**src/rtl/core/lcd4_pkg.sv**
```systemverilog
// Shared types, codes and the init command table for the 4-bit LCD write sequencer.
// No dependencies; every other file in rtl/core uses it by scoped names.
package lcd4_pkg;

    localparam int unsigned HOLD_W          = 16;
    localparam int unsigned INIT_CMD_COUNT  = 5;
    localparam int unsigned CMD_IDX_W       = 3;
    localparam int unsigned WAKE_STEP_W     = 3;

    localparam logic [3:0] WAKE_NIBBLE      = 4'h3;
    localparam logic [3:0] LAST_WAKE_NIBBLE = 4'h2;
    localparam logic [3:0] CLEAR_NIBBLE     = 4'h0;

    localparam logic [7:0] CMD_FUNCTION_SET = 8'h28;
    localparam logic [7:0] CMD_DISPLAY_ON   = 8'h0C;
    localparam logic [7:0] CMD_ENTRY_MODE   = 8'h06;
    localparam logic [7:0] CMD_HOME_ADDR    = 8'h80;
    localparam logic [7:0] CMD_CLEAR        = 8'h01;

    typedef enum logic [1:0] {
        OP_CMD   = 2'd0,
        OP_DATA  = 2'd1,
        OP_RESET = 2'd2,
        OP_INIT  = 2'd3
    } op_t;

    typedef enum logic [7:0] {
        REG_POWER_UP_WAIT   = 8'd0,
        REG_FIRST_WAKE_WAIT = 8'd1,
        REG_SHORT_WAIT      = 8'd2,
        REG_BYTE_WAIT       = 8'd3
    } cfg_reg_t;

    typedef enum logic [1:0] {
        ST_IDLE,
        ST_CLEAR,
        ST_WAKE,
        ST_BYTE
    } state_t;

    typedef enum logic [1:0] {
        KIND_CLEAR,
        KIND_WAKE,
        KIND_BYTE
    } beat_kind_t;

    typedef struct packed {
        op_t        op;
        logic [7:0] byte_value;
    } in_item_t;

    typedef struct packed {
        logic [3:0]        bus_nibble;
        logic              reg_select;
        logic              enable_pin;
        logic [HOLD_W-1:0] hold_ticks;
        logic              last;
    } out_item_t;

    // controller -> datapath
    typedef struct packed {
        logic                   load;
        logic                   emit;
        beat_kind_t             kind;
        logic [WAKE_STEP_W-1:0] wake_step;
        logic [1:0]             phase;
        logic [CMD_IDX_W-1:0]   cmd_idx;
        logic                   last;
    } ctrl_cmd_t;

    // datapath -> controller
    typedef struct packed {
        op_t  op;
        logic can_emit;
    } dp_status_t;

    function automatic logic [7:0] init_cmd(input logic [CMD_IDX_W-1:0] idx);
        logic [7:0] b;
        case (idx)
            3'd0:    b = CMD_FUNCTION_SET;
            3'd1:    b = CMD_DISPLAY_ON;
            3'd2:    b = CMD_ENTRY_MODE;
            3'd3:    b = CMD_HOME_ADDR;
            3'd4:    b = CMD_CLEAR;
            default: b = CMD_CLEAR;
        endcase
        return b;
    endfunction

endpackage

```
**src/rtl/core/lcd4_ctrl.sv**
```systemverilog
// Sequencer state machine: walks clear, wake and byte phases and issues beat commands.
// Depends on lcd4_pkg.
module lcd4_ctrl (
    input  logic                clk,
    input  logic                rst_n,
    input  logic                in_valid,
    output logic                in_ready,
    input  lcd4_pkg::op_t       in_op,
    input  lcd4_pkg::dp_status_t status,
    output lcd4_pkg::ctrl_cmd_t cmd
);

    lcd4_pkg::state_t state_reg, state_next;
    logic [lcd4_pkg::WAKE_STEP_W-1:0] step_reg, step_next;
    logic [1:0]                       phase_reg, phase_next;
    logic [lcd4_pkg::CMD_IDX_W-1:0]   idx_reg, idx_next;
    logic                             init_last_cmd;

    assign init_last_cmd = (idx_reg == lcd4_pkg::CMD_IDX_W'(lcd4_pkg::INIT_CMD_COUNT - 1));

    always_ff @(posedge clk or negedge rst_n)
    begin
        if (!rst_n)
        begin
            state_reg <= lcd4_pkg::ST_IDLE;
            step_reg  <= '0;
            phase_reg <= '0;
            idx_reg   <= '0;
        end
        else
        begin
            state_reg <= state_next;
            step_reg  <= step_next;
            phase_reg <= phase_next;
            idx_reg   <= idx_next;
        end
    end

    // next state and counters
    always_comb
    begin
        state_next = state_reg;
        step_next  = step_reg;
        phase_next = phase_reg;
        idx_next   = idx_reg;
        case (state_reg)
            lcd4_pkg::ST_IDLE:
            begin
                if (in_valid)
                begin
                    step_next  = '0;
                    phase_next = '0;
                    idx_next   = '0;
                    if (in_op inside {lcd4_pkg::OP_CMD, lcd4_pkg::OP_DATA})
                        state_next = lcd4_pkg::ST_BYTE;
                    else
                        state_next = lcd4_pkg::ST_CLEAR;
                end
            end
            lcd4_pkg::ST_CLEAR:
            begin
                if (status.can_emit)
                    state_next = lcd4_pkg::ST_WAKE;
            end
            lcd4_pkg::ST_WAKE:
            begin
                if (status.can_emit)
                begin
                    step_next = step_reg + 1'b1;
                    if (&step_reg)
                    begin
                        if (status.op == lcd4_pkg::OP_INIT)
                            state_next = lcd4_pkg::ST_BYTE;
                        else
                            state_next = lcd4_pkg::ST_IDLE;
                    end
                end
            end
            lcd4_pkg::ST_BYTE:
            begin
                if (status.can_emit)
                begin
                    phase_next = phase_reg + 1'b1;
                    if (&phase_reg)
                    begin
                        if (status.op == lcd4_pkg::OP_INIT && !init_last_cmd)
                            idx_next = idx_reg + 1'b1;
                        else
                            state_next = lcd4_pkg::ST_IDLE;
                    end
                end
            end
            default: state_next = lcd4_pkg::ST_IDLE;
        endcase
    end

    // outputs
    always_comb
    begin
        in_ready      = 1'b0;
        cmd.load      = 1'b0;
        cmd.emit      = 1'b0;
        cmd.kind      = lcd4_pkg::KIND_CLEAR;
        cmd.wake_step = step_reg;
        cmd.phase     = phase_reg;
        cmd.cmd_idx   = idx_reg;
        cmd.last      = 1'b0;
        case (state_reg)
            lcd4_pkg::ST_IDLE:
            begin
                in_ready = 1'b1;
                cmd.load = in_valid;
            end
            lcd4_pkg::ST_CLEAR:
            begin
                cmd.emit = status.can_emit;
                cmd.kind = lcd4_pkg::KIND_CLEAR;
            end
            lcd4_pkg::ST_WAKE:
            begin
                cmd.emit = status.can_emit;
                cmd.kind = lcd4_pkg::KIND_WAKE;
                cmd.last = (&step_reg) && (status.op != lcd4_pkg::OP_INIT);
            end
            lcd4_pkg::ST_BYTE:
            begin
                cmd.emit = status.can_emit;
                cmd.kind = lcd4_pkg::KIND_BYTE;
                cmd.last = (&phase_reg) &&
                           (status.op != lcd4_pkg::OP_INIT || init_last_cmd);
            end
            default:
            begin
                cmd.emit = 1'b0;
            end
        endcase
    end

endmodule

```
**src/rtl/core/lcd4_dpath.sv**
```systemverilog
// Datapath: wait registers, latched request, pin-state builder and output register.
// Depends on lcd4_pkg; driven by lcd4_ctrl commands.
module lcd4_dpath (
    input  logic                          clk,
    input  logic                          rst_n,
    input  lcd4_pkg::in_item_t            in_data,
    input  logic                          cfg_valid,
    output logic                          cfg_ready,
    input  logic [7:0]                    cfg_index,
    input  logic [lcd4_pkg::HOLD_W-1:0]   cfg_data,
    input  lcd4_pkg::ctrl_cmd_t           cmd,
    output lcd4_pkg::dp_status_t          status,
    output logic                          out_valid,
    input  logic                          out_ready,
    output lcd4_pkg::out_item_t           out_data
);

    logic [lcd4_pkg::HOLD_W-1:0] power_up_wait_reg;
    logic [lcd4_pkg::HOLD_W-1:0] first_wake_wait_reg;
    logic [lcd4_pkg::HOLD_W-1:0] short_wait_reg;
    logic [lcd4_pkg::HOLD_W-1:0] byte_wait_reg;

    lcd4_pkg::op_t       op_reg;
    logic [7:0]          byte_reg;
    lcd4_pkg::out_item_t beat_reg, beat_next;
    logic                out_valid_reg;
    logic [7:0]          cur_byte;

    assign cfg_ready = 1'b1;

    always_ff @(posedge clk or negedge rst_n)
    begin
        if (!rst_n)
        begin
            power_up_wait_reg   <= 16'd20000;
            first_wake_wait_reg <= 16'd10000;
            short_wait_reg      <= 16'd1000;
            byte_wait_reg       <= 16'd4000;
        end
        else if (cfg_valid)
        begin
            case (cfg_index)
                lcd4_pkg::REG_POWER_UP_WAIT:   power_up_wait_reg   <= cfg_data;
                lcd4_pkg::REG_FIRST_WAKE_WAIT: first_wake_wait_reg <= cfg_data;
                lcd4_pkg::REG_SHORT_WAIT:      short_wait_reg      <= cfg_data;
                lcd4_pkg::REG_BYTE_WAIT:       byte_wait_reg       <= cfg_data;
                default: ;
            endcase
        end
    end

    always_ff @(posedge clk or negedge rst_n)
    begin
        if (!rst_n)
            op_reg <= lcd4_pkg::OP_CMD;
        else if (cmd.load)
            op_reg <= in_data.op;
    end

    always_ff @(posedge clk)
    begin
        if (cmd.load)
            byte_reg <= in_data.byte_value;
    end

    assign cur_byte = (op_reg == lcd4_pkg::OP_INIT) ? lcd4_pkg::init_cmd(cmd.cmd_idx)
                                                    : byte_reg;

    always_comb
    begin
        beat_next            = '0;
        beat_next.last       = cmd.last;
        case (cmd.kind)
            lcd4_pkg::KIND_CLEAR:
            begin
                beat_next.bus_nibble = lcd4_pkg::CLEAR_NIBBLE;
                beat_next.hold_ticks = power_up_wait_reg;
            end
            lcd4_pkg::KIND_WAKE:
            begin
                // the fourth strobe switches to 4-bit mode
                beat_next.bus_nibble = (&cmd.wake_step[2:1]) ? lcd4_pkg::LAST_WAKE_NIBBLE
                                                             : lcd4_pkg::WAKE_NIBBLE;
                beat_next.enable_pin = !cmd.wake_step[0];
                if (cmd.wake_step[0])
                    beat_next.hold_ticks = (cmd.wake_step[2:1] == 2'd0) ? first_wake_wait_reg
                                                                        : short_wait_reg;
            end
            lcd4_pkg::KIND_BYTE:
            begin
                beat_next.bus_nibble = cmd.phase[1] ? cur_byte[3:0] : cur_byte[7:4];
                beat_next.reg_select = (op_reg == lcd4_pkg::OP_DATA);
                beat_next.enable_pin = !cmd.phase[0];
                if (&cmd.phase)
                    beat_next.hold_ticks = byte_wait_reg;
            end
            default: ;
        endcase
    end

    // output register: hold until taken, refill on the same edge when drained
    always_ff @(posedge clk or negedge rst_n)
    begin
        if (!rst_n)
            out_valid_reg <= 1'b0;
        else if (cmd.emit)
            out_valid_reg <= 1'b1;
        else if (out_ready)
            out_valid_reg <= 1'b0;
    end

    always_ff @(posedge clk)
    begin
        if (cmd.emit)
            beat_reg <= beat_next;
    end

    assign status.op       = op_reg;
    assign status.can_emit = !out_valid_reg || out_ready;
    assign out_valid       = out_valid_reg;
    assign out_data        = beat_reg;

endmodule

```
**src/rtl/core/char_lcd_nibble_write_sequencer_unit.sv**
```systemverilog
// Top level of the 4-bit character LCD write sequencer.
// Depends on lcd4_pkg, lcd4_ctrl and lcd4_dpath.
//
//  channel | signals                          | beat
//  --------+----------------------------------+-------------------------------------
//  in      | in_valid in_ready in_data        | one operation (op, byte_value)
//  out     | out_valid out_ready out_data     | one pin state with its hold time
//  cfg     | cfg_valid cfg_ready cfg_index    | one 16-bit wait register write
//          | cfg_data                         |
//
// One pin state leaves per cycle while out_ready stays high: 4 beats for command
// or data, 9 for reset, 29 for init, plus a pass through idle to take the request.
// A new request is taken once the sequencer walks back to idle, even while the
// final beat still sits in the output register. Stalls on out_ready freeze the
// sequence. Reset restores the default waits and empties the output register.
module char_lcd_nibble_write_sequencer_unit (
    input  logic                        clk,
    input  logic                        rst_n,
    input  logic                        in_valid,
    output logic                        in_ready,
    input  lcd4_pkg::in_item_t          in_data,
    output logic                        out_valid,
    input  logic                        out_ready,
    output lcd4_pkg::out_item_t         out_data,
    input  logic                        cfg_valid,
    output logic                        cfg_ready,
    input  logic [7:0]                  cfg_index,
    input  logic [lcd4_pkg::HOLD_W-1:0] cfg_data
);

    lcd4_pkg::ctrl_cmd_t  cmd;
    lcd4_pkg::dp_status_t status;

    lcd4_ctrl u_ctrl (
        .clk      (clk),
        .rst_n    (rst_n),
        .in_valid (in_valid),
        .in_ready (in_ready),
        .in_op    (in_data.op),
        .status   (status),
        .cmd      (cmd)
    );

    lcd4_dpath u_dpath (
        .clk       (clk),
        .rst_n     (rst_n),
        .in_data   (in_data),
        .cfg_valid (cfg_valid),
        .cfg_ready (cfg_ready),
        .cfg_index (cfg_index),
        .cfg_data  (cfg_data),
        .cmd       (cmd),
        .status    (status),
        .out_valid (out_valid),
        .out_ready (out_ready),
        .out_data  (out_data)
    );

endmodule

```
**config.mk**
```make
export PLATFORM = sky130hd
export DESIGN_NAME = char_lcd_nibble_write_sequencer_unit
export DESIGN_NICKNAME = d
export VERILOG_FILES = /design/src/rtl/core/lcd4_pkg.sv /design/src/rtl/core/lcd4_ctrl.sv /design/src/rtl/core/lcd4_dpath.sv /design/src/rtl/core/char_lcd_nibble_write_sequencer_unit.sv
export SDC_FILE = /design/constraint.sdc
export NUM_CORES = 1
export LEC_CHECK = 0
export BUFFER_PORTS_ARGS = -buffer_cell sky130_fd_sc_hd__buf_2
export CAP_MARGIN = 15
export CORE_UTILIZATION = 52
export DETAILED_ROUTE_END_ITERATION = 6
export GPL_ROUTABILITY_DRIVEN = 0
export HOLD_SLACK_MARGIN = 0.1
export PLACE_DENSITY = 0.86
export SETUP_SLACK_MARGIN = 0.3
export SYNTH_ARGS = -nofsm -noshare
export SYNTH_HDL_FRONTEND = slang
export SYNTH_SLANG_ARGS = --single-unit
```
**constraint.sdc**
```tcl
create_clock -name clk -period 2.1 [get_ports clk]
set_clock_uncertainty 0.15 [all_clocks]
set_input_delay 0.42 -clock clk [delete_from_list [all_inputs] [get_ports clk]]
set_output_delay 0.42 -clock clk [all_outputs]
set_load 0.02 [all_outputs]
```
==> summary.txt <==
Timing
  • Final setup margin: 299 ps
  • Final Max Slew Viols: 0
  • Setup total negative slack: 0 ps
  • Tmin final: 1800 ps
  • RSZ-0062 raised after global routing: yes
  • Final hold vios: 0
  • Final setup vio count: 0
  • Fmax: 0.555 GHz
  • Period utilization: 0.858

Place
  • Port Buffers: 63
  • Post-DP HPWL: 6690 um
  • Dpl ws: 74.4 ps

Setup path
  • Worst EP required: 2090 ps
  • FF-to-FF path depth: 4
  • Cell depth of the worst setup path: 4
  • CP Capture Type: flop
  • CP max stage cell: dfrtp_1
  • CP Cell Sequence: ha_1 -> ha_1 -> mux4_2 -> nor3b_1
  • CP most frequent cell: ha_1
  • Max FO, Critical Path: 4
  • Critical path's top delay family: flip-flops
  • R2R Setup Slk: 300 ps
  • Slowest stage delay, CP: 440 ps
  • Worst r2r src: u_ctrl.idx_reg[0]
  • End of the worst register-to-register path: u_dpath.out_data[22]
  • Worst Path Arrival: 1790 ps
  • Critical path buffers and inverters: 0
  • Kind of critical path: flop to flop
  • Startpoint types: flop

Min path
  • Hold_sp: in_data[8]
  • End of the worst hold path: u_dpath.op_reg[0]
  • Hold Path Class: input port to flop
  • Hold Path Stages: 2

GRT
  • Number of global-route vias before repair: 3,440
  • Global-route wire length before repair: 17,000 um
  • Aggregate global-route resource usage: 0.226
  • Congestion Overflow GR: 0
  • Initial antenna violation count: 0
  • Largest net degree at the start of global routing: 64

Synthesis
  • Synth Register Bits: 108
  • Post-Synthesis Net Count: 414
  • Synth area leader: dfrtp_1
  • Post-synth ARST share: 0.713
  • Dominant synthesized flop cell: dfrtp_1
  • Synth warn: 0
  • Synth unique cells: 44
  • Mapped Cells: 367
  • Yosys top cell area share: 0.283
  • Synth Area per Inst: 13.3 um2
  • Synthesized area: 0.00487 mm2
  • Post-synthesis sequential area ratio: 0.593
  • Largest cells by area after synthesis: dfrtp_1 28%, edfxtp_1 19%, mux2_2 16%, dfstp_2 12%, mux2i_1 3.7%
  • EDFF count, synth: 31

Final layout
  • Max reg flops: 23
  • Register Area: 0.00289 mm2
  • Fill count: 614
  • P&R area growth vs syn: 20.3%
  • Antenna Cells: 0
  • Most frequent cells in the layout: 63 x buf_2, 53 x dfrtp_1, 49 x mux2_2
  • Final nets: 503
  • Layout cells sized above 1: 0.458
  • Most common cell after layout, fill and taps aside: buf_2
  • Footprint of the multi-input gates: 0.00197 mm2

Pwr
  • Power Density: 1100 mW/mm2
  • Power share of the sequential group: 0.443
  • P_sw: 0.00231 W
  • Logic pwr share: 0.361
  • Peak supply drop: 0.510 mV
  • Pint: 0.00413 W
  • Net Sw Frac: 0.359
  • LEAKAGE: 2.67 nW
  • Clock share of power: 0.196

Drt
  • DRC viols: 0
  • Final WL: 10,500 um
  • Post-DRT Antenna Nets: 0
  • DRT Pass-1 Iters: 4
  • Vias: 3,294
  • Drt first-iter violations: 185
  • Drt wl/cell: 18.4 um
  • Vias per cell: 5.79

Floorplanning
  • Die area: 0.00975 mm2
  • Chip width: 98.8 um
  • # IOs: 65
  • Core Rows: 34
  • Die height: 98.8 um
  • Initial Util: 0.548
  • Core Area: 0.00889 mm2

Clock network
  • Worst-path clk slew: 110 ps
  • Clk buf depth: 2
  • Clk_lat worst skew: 370 ps
  • Total CTS buffers: 9
  • Sink Count: 108
  • H-tree levels: 3
  • CTS Root Cell: clkbuf_8
  • CTS tree: done

Run
  • Maxcap violations: 0

Run status
  • Status: completed
==> power by group through the flow <==
stage | sequential, W | combinational [W] | clock, W
after floorplan | 0.00307 | 0.00123 | 0
after global placement | 0.00287 | 0.00208 | 0
after detailed placement | 0.00288 | 0.00215 | 0
after CTS | 0.00285 | 0.00221 | 0.00128
after global routing | 0.00289 | 0.00253 | 0.00135
final | 0.00285 | 0.00233 | 0.00126
==> metrics by stage <==
step,instance area [um2],util,hold slack [ps],power [W],cells
finish,5850,0.658,146,0.00644,569
global route,5850,0.658,147,0.00677,569
CTS,5810,0.653,127,0.00633,564
detailed placement,5510,0.620,201,0.00503,538
global placement,5510,0.620,197,0.00495,538
floorplan,4970,-,-25.6,0.00430,367
==> area by class of cell <==
cell class,count,share of cell area
Sequential cell,108,0.493
Multi-Input combinational cell,234,0.336
Timing Repair Buffer,98,0.111
Tap cell,108,0.0231
Clock buffer,10,0.0218
Clock inverter,6,0.0111
Inverter,5,0.00321
==> cells in the mapped netlist, types with 5 or more instances <==
library cell,instances
a21oi_1,7
a22o_1,6
clkbuf_1,14
dfrtp_1,55
dfstp_2,22
edfxtp_1,31
ha_1,8
inv_1,5
mux2_2,68
mux2i_1,18
nand2_1,25
nand3_1,18
nor2_1,9
o21ai_0,35
==> layer usage <==
metal  track usage  vias up  wire (um)
met5             0        -          0
met4        0.0896        0        178
met1         0.294     1679       4590
met3        0.0418       18        412
li1              -     1504          -
met2         0.378       93       5310
==> worst max-delay path by stage <==
stage,slack (ps),from,end
after floorplan,160,u_ctrl.state_reg[1],u_dpath.out_data[0]
after CTS,300,u_ctrl.idx_reg[0],u_dpath.out_data[22]
after global placement,150,cfg_index[0],u_dpath.power_up_wait_reg[8]
after global routing,220,u_ctrl.idx_reg[0],u_dpath.out_data[20]
final,300,u_ctrl.idx_reg[0],u_dpath.out_data[22]
after detailed placement,70,cfg_index[0],u_dpath.power_up_wait_reg[7]
==> logic make-up after synthesis <==
logic type / Yosys count / share of synthesized area
mux: 88 / 0.201
flops: 108 / 0.593
compound gates: 63 / 0.0784
fa+ha+maj: 8 / 0.0206
buf+inv: 25 / 0.0252
other cells: 1 / 0.000770
simple gates: 74 / 0.0812
==> timing repair <==
item / in CTS / in global routing
hold buffers: 9 / 0
hold endpoints to repair: 22 / 0
buffers inserted: 1 / 5
setup endpoints to repair: 4 / 7
cloned: 0 / 0
resized for setup: 2 / 5
Note: power is estimated with default switching activity, not from simulation.
